===== src/fcp_pkg.sv =====
// Types, codes and constants of the fly camera pose unit.
`timescale 1ns / 1ps
package fcp_pkg;
   typedef logic        [1:0]  func_type;
   typedef logic        [2:0]  csr_idx_type;
   typedef logic        [15:0] csr_data_type;
   typedef logic signed [15:0] angle_type;
   typedef logic signed [15:0] vec_type;
   typedef logic signed [31:0] pos_type;
   typedef logic signed [33:0] cord_type;
   typedef logic signed [19:0] cz_type;
   typedef logic signed [33:0] mul_a_type;
   typedef logic signed [17:0] mul_b_type;
   typedef logic signed [51:0] mul_p_type;

   localparam func_type FUNC_MOVE      = 2'd0;
   localparam func_type FUNC_TURN      = 2'd1;
   localparam func_type FUNC_SET_YAW   = 2'd2;
   localparam func_type FUNC_SET_PITCH = 2'd3;

   localparam csr_idx_type CSR_MOVE_SPEED = 3'd0;
   localparam csr_idx_type CSR_TURN_SPEED = 3'd1;
   localparam csr_idx_type CSR_WORLD_UP_X = 3'd2;
   localparam csr_idx_type CSR_WORLD_UP_Y = 3'd3;
   localparam csr_idx_type CSR_WORLD_UP_Z = 3'd4;

   localparam cord_type CORDIC_K     = 34'sd652032874;
   localparam cz_type   HALF_PI_Q16  = 20'sd102944;
   localparam cz_type   PI_Q16       = 20'sd205887;
   localparam int       PI_Q13       = 25736;
   localparam int       TWO_PI_Q13   = 51472;
   localparam int       PITCH_LIMIT  = 12725;

   // Arctangent of 2^-i in Q16 radians.
   function automatic cz_type atan_q16(input logic [3:0] i);
      cz_type a;
      case (i)
         4'd0:  a = 20'sd51472;
         4'd1:  a = 20'sd30386;
         4'd2:  a = 20'sd16055;
         4'd3:  a = 20'sd8150;
         4'd4:  a = 20'sd4091;
         4'd5:  a = 20'sd2047;
         4'd6:  a = 20'sd1024;
         4'd7:  a = 20'sd512;
         4'd8:  a = 20'sd256;
         4'd9:  a = 20'sd128;
         4'd10: a = 20'sd64;
         4'd11: a = 20'sd32;
         4'd12: a = 20'sd16;
         4'd13: a = 20'sd8;
         4'd14: a = 20'sd4;
         default: a = 20'sd2;
      endcase
      return a;
   endfunction
endpackage


===== src/fcp_mul.sv =====
// Shared signed multiplier with a registered product.
`timescale 1ns / 1ps
module fcp_mul import fcp_pkg::*; (
   input  logic      clock,
   input  mul_a_type mul_a,
   input  mul_b_type mul_b,
   output mul_p_type prod_ff
);
   always_ff @(posedge clock) begin
      prod_ff <= mul_a * mul_b;
   end
endmodule


===== config.mk =====
export PLATFORM = sky130hd
export DESIGN_NAME = fcp_mul
export DESIGN_NICKNAME = d
export VERILOG_FILES = /design/src/fcp_pkg.sv /design/src/fcp_mul.sv
export SDC_FILE = /design/constraint.sdc
export NUM_CORES = 2
export LEC_CHECK = 0
export BUFFER_PORTS_ARGS = -buffer_cell sky130_fd_sc_hd__buf_4
export CORE_ASPECT_RATIO = 0.9
export CORE_MARGIN = 4
export CORE_UTILIZATION = 50
export DETAILED_ROUTE_END_ITERATION = 16
export HOLD_SLACK_MARGIN = 0.08
export PLACE_DENSITY_LB_ADDON = 0.15
export SLEW_MARGIN = 25
export SYNTH_ARGS = -nofsm -noshare
export SYNTH_HDL_FRONTEND = slang
export SYNTH_SLANG_ARGS = --single-unit
export TNS_END_PERCENT = 10

===== constraint.sdc =====
create_clock -name clock -period 22.6 [get_ports clock]
set_input_delay 4.52 -clock clock [delete_from_list [all_inputs] [get_ports clock]]
set_output_delay 4.52 -clock clock [all_outputs]
set_load 0.05 [all_outputs]

# After elaboration in Yosys (flattened, before gate mapping)
# Cells that the tools add are included.
dict set report op_classes {
  mul 1
}
# operator n
set op_table {}
lappend op_table {{34-bit by 18-bit multiplier with 52-bit output} 1}
dict set report totals {
  register_bits 52
  inputBits 53
  out_inout_bits 52
  wordCells 2
}

# Longest topological paths before layout
dict set report depth {
  depth_word 1
  mapped_depth 26
  ltp_nobuf 25
}

# Least setup slack after synthesis
# OpenSTA, ideal clock, no wires.
dict set report synth_timing {
  path_kind {input -> register}
  startpoint {in mul_a[24]}
  endpoint {reg prod_ff[50]}
  setup_ns 0.072
  arrival_ns 10.233
  t_required_ns 22.528
  setup_slack_ns 12.294
  stages 23
  path_buffers 2
  cell_sequence {clkbuf_1 > clkbuf_1 > nand2_1 > fa_1 > fa_1 > fa_1 > inv_1 > fa_1 > fa_1 > inv_1 > fa_1 > inv_1 > ha_1 > a21o_1 > a21o_1 > a21o_1 > a221oi_2 > o21ai_1 > a211oi_1 > o21ai_1 > a211o_1 > a21oi_1 > xnor2_1}
}
dict set report synth_between {
  elab_chain_len 1
}
# item line_no
set synth_lines {}
lappend synth_lines {{start, declared} fcp_mul.sv:5} ;# input mul_a_type mul_a,
lappend synth_lines {{34-bit by 18-bit multiplier with 52-bit output} fcp_mul.sv:10} ;# prod_ff <= mul_a * mul_b;
lappend synth_lines {{end signal, assigned} fcp_mul.sv:10}
lappend synth_lines {{end, declared} fcp_mul.sv:7} ;# output mul_p_type prod_ff
# Every way passes these cells.

# Worst setup path after layout
dict set report layout_timing {
  startpoint {in mul_b[9]}
  endpoint {reg prod_ff[45]}
}
dict set report layout_between {
  elab_chain_len 1
}
# item line_no
set layout_lines {}
lappend layout_lines {{start, declared} fcp_mul.sv:6} ;# input mul_b_type mul_b,
lappend layout_lines {{34-bit by 18-bit multiplier with 52-bit output} fcp_mul.sv:10}
# Every way passes these cells.

==> results.py <==
metrics = {
    "worst_hold_path": {
        "min_to": "prod_ff[0]",
        "hp-class": "input pin to flop",
        "hold_start": "mul_a[0]",
        "hold_depth": 2,
    },
    "layout": {
        "area_growth_pct": 5.86,
        "drive_gt1_frac": 0.0555,
        "largest-register": "prod_ff",
        "reg_top3": "prod_ff: 52 flops",
        "largest_reg_flops": 52,
        "antenna_cells": 0,
        "fill_cells": 3935,
        "final_nets": 3194,
    },
    "grt": {
        "grtUsageTotal": 0.249,
        "grt_max_degree": 35,
        "grt_pass1_wl_um": 94000,
        "antenna_found_initial": 1,
        "gr-total-overflow": 0,
        "grt_pass1_vias": 17700,
    },
    "sta": {
        "post-route-period-util": 0.486,
        "fmax_mhz": 91.1,
        "slew_violations": 0,
        "setup_viol": 0,
        "period_needed_ns": 10.98,
        "grt_setup_unrepaired": "false",
        "worstMarginPinSlew_ns": 0.769,
        "finalHoldViolCount": 0,
        "setup-tns-final_ns": 0,
        "slew_headroom": 0.485,
    },
    "route": {
        "drt-wirelength-per-cell_um": 18.4,
        "postRouteAntennaNets": 0,
        "wirelength_um": 55500,
        "route.detailed.drc": 0,
        "firstDrtPassIters": 7,
        "first_iter_violations": 814,
        "vias": 15500,
        "avgViaCountPerCell": 5.13,
    },
    "worst_setup_path": {
        "criticalPathCategory": "input pin to flop",
        "endpoint_kind": "flop",
        "startpoint_type": "input pin",
        "crit_required_ns": 22.84,
        "arrival_ns": 11.23,
        "path_max_fanout": 34,
        "startpoint": "mul_b[9]",
    },
    "flow_run": {
        "maxCapViolations": 0,
    },
    "synth": {
        "syn_area_per_cell_um2": 9.09,
        "synthTopCellsByArea": "fa_1 (53%), inv_1 (11%), ha_1 (7.1%)",
        "synth_area_leader_cell": "fa_1",
        "synth-main-ff-cell": "dfxtp_1",
        "ys_ff_latch": 52,
        "syn_area_um2": 22100,
        "synth-async-reset-ratio": 0,
        "yosys_warnings": 0,
        "yosys.cell_types.count": 55,
        "synth_fp_nets": 3193,
        "syn_inst": 2430,
        "netlist_top_cells_count": "inv_1 (661), fa_1 (585), nand2_1 (360)",
        "synth_edf_count": 0,
        "synth_top_area_frac": 0.530,
        "synthMostInstantiatedCell": "inv_1",
        "synth.yosys.seq_area_share": 0.0471,
    },
    "clocking": {
        "path_clk_slew_ns": 0.08,
        "post_cts_resized": 0,
        "clock-sinks": 52,
        "clock_path_buffers": 2,
        "numCtsBuffers": 5,
        "cts_hold_buf": 0,
        "cts_tree": "done",
        "post_cts_buffers": 0,
        "cts.htree.levels": 2,
        "clock_tree.root_cell": "clkbuf_16",
    },
    "status": {
        "run_status": "completed",
    },
    "floorplanning": {
        "core-area_um2": 43300,
        "dieArea_um2": 47600,
        "design.portCount": 105,
        "fp.dieW_um": 230,
        "rows": 72,
        "die_h_um": 207,
        "initial_core_util": 0.510,
    },
    "placement": {
        "hpwl_um": 45400,
        "io_buffers": 104,
        "place.gp.congestion": 0.876,
    },
}
## through the flow
stage	instance area [um^2]	cells	setup WS (ns)	utilization	hold slack (ns)
after floorplan	22100	2430	12.29	-	4.64
after global placement	23200	3016	11.27	0.535	4.91
after detailed placement	23200	3016	11.17	0.535	4.91
after CTS	23400	3023	11.55	0.539	4.56
after global routing	23400	3023	11.24	0.540	4.58
final	23400	3023	11.62	0.540	4.57
## worst max-delay path: stages
cell	delay (ns)
buf_4	0.43
nand2_1	0.16
fa_1	0.56
inv_1	0.05
fa_1	0.49
fa_1	0.57
fa_1	0.43
fa_1	0.50
inv_1	0.05
fa_1	0.48
inv_1	0.05
ha_1	0.37
nand2_1	0.31
o21ai_0	0.21
a31oi_1	0.64
inv_1	0.09
a31oi_1	0.18
o21ai_0	0.20
nor2_1	0.20
a31oi_1	0.23
a211oi_1	0.32
xnor2_1	0.18
## kinds of logic (layout without fill, tap and decap cells)
group,Yosys count,in the layout,share of synthesized area
buf+inv,772,773,0.132
simple gates,696,696,0.152
xor+xnor,55,55,0.0218
fa+ha+maj,710,710,0.601
compound gates,145,145,0.0464
flops,52,52,0.0471
## area by class of cell
class	instances	area, um^2	share of cell area
multi-input combinational	1606	18100	0.776
inverter	661	2480	0.106
sequential	52	1040	0.0445
timing repair buffer	105	788	0.0337
tap	592	741	0.0317
clock buffer	5	125	0.00535
clock inverter	2	60.1	0.00257
## how the worst max path moves through the flow
stage	end	slack [ns]	cells past startpoint
finish	prod_ff[45]	11.62	22
global route	prod_ff[45]	11.24	22
CTS	prod_ff[50]	11.55	22
detailed placement	prod_ff[50]	11.17	21
global placement	prod_ff[50]	11.27	21
floorplan	prod_ff[50]	12.29	23
## layer usage
| metal | routed length (um) | GRT usage | vias to the layer above |
|---|---|---|---|
| met5 | 0 | 0 | - |
| met4 | 1370 | 0.0583 | 0 |
| met1 | 23600 | 0.337 | 8082 |
| met3 | 3890 | 0.0565 | 92 |
| met2 | 26600 | 0.413 | 433 |
| li1 | - | - | 6904 |
## cell usage in the layout (no fill, tap or decap), types with 3 or more instances in the layout
| cell | count |
|---|---|
| clkbuf_16 | 5 |
| inv_1 | 661 |
| o21a_1 | 3 |
| o21bai_1 | 7 |
| buf_4 | 105 |
| dfxtp_1 | 52 |
| xnor2_1 | 40 |
| ha_1 | 125 |
| nand2b_1 | 8 |
| o21ai_1 | 3 |
| and3_1 | 8 |
| nor2b_1 | 10 |
| fa_1 | 585 |
| nand2_1 | 360 |
| o21ai_0 | 21 |
| and2_1 | 240 |
| a21oi_1 | 37 |
| xor2_1 | 15 |
| a21o_1 | 31 |
| a31oi_1 | 6 |
| a21o_2 | 3 |
| a21oi_2 | 5 |
| nand4_1 | 9 |
| nor2_1 | 40 |
| o31ai_1 | 4 |
| nand3_1 | 4 |
| nor3_1 | 6 |
| a211oi_1 | 3 |
Power is left out: the tool's default activity adds up to more than one toggle a clock period on the data nets, which glitch-free logic cannot reach.
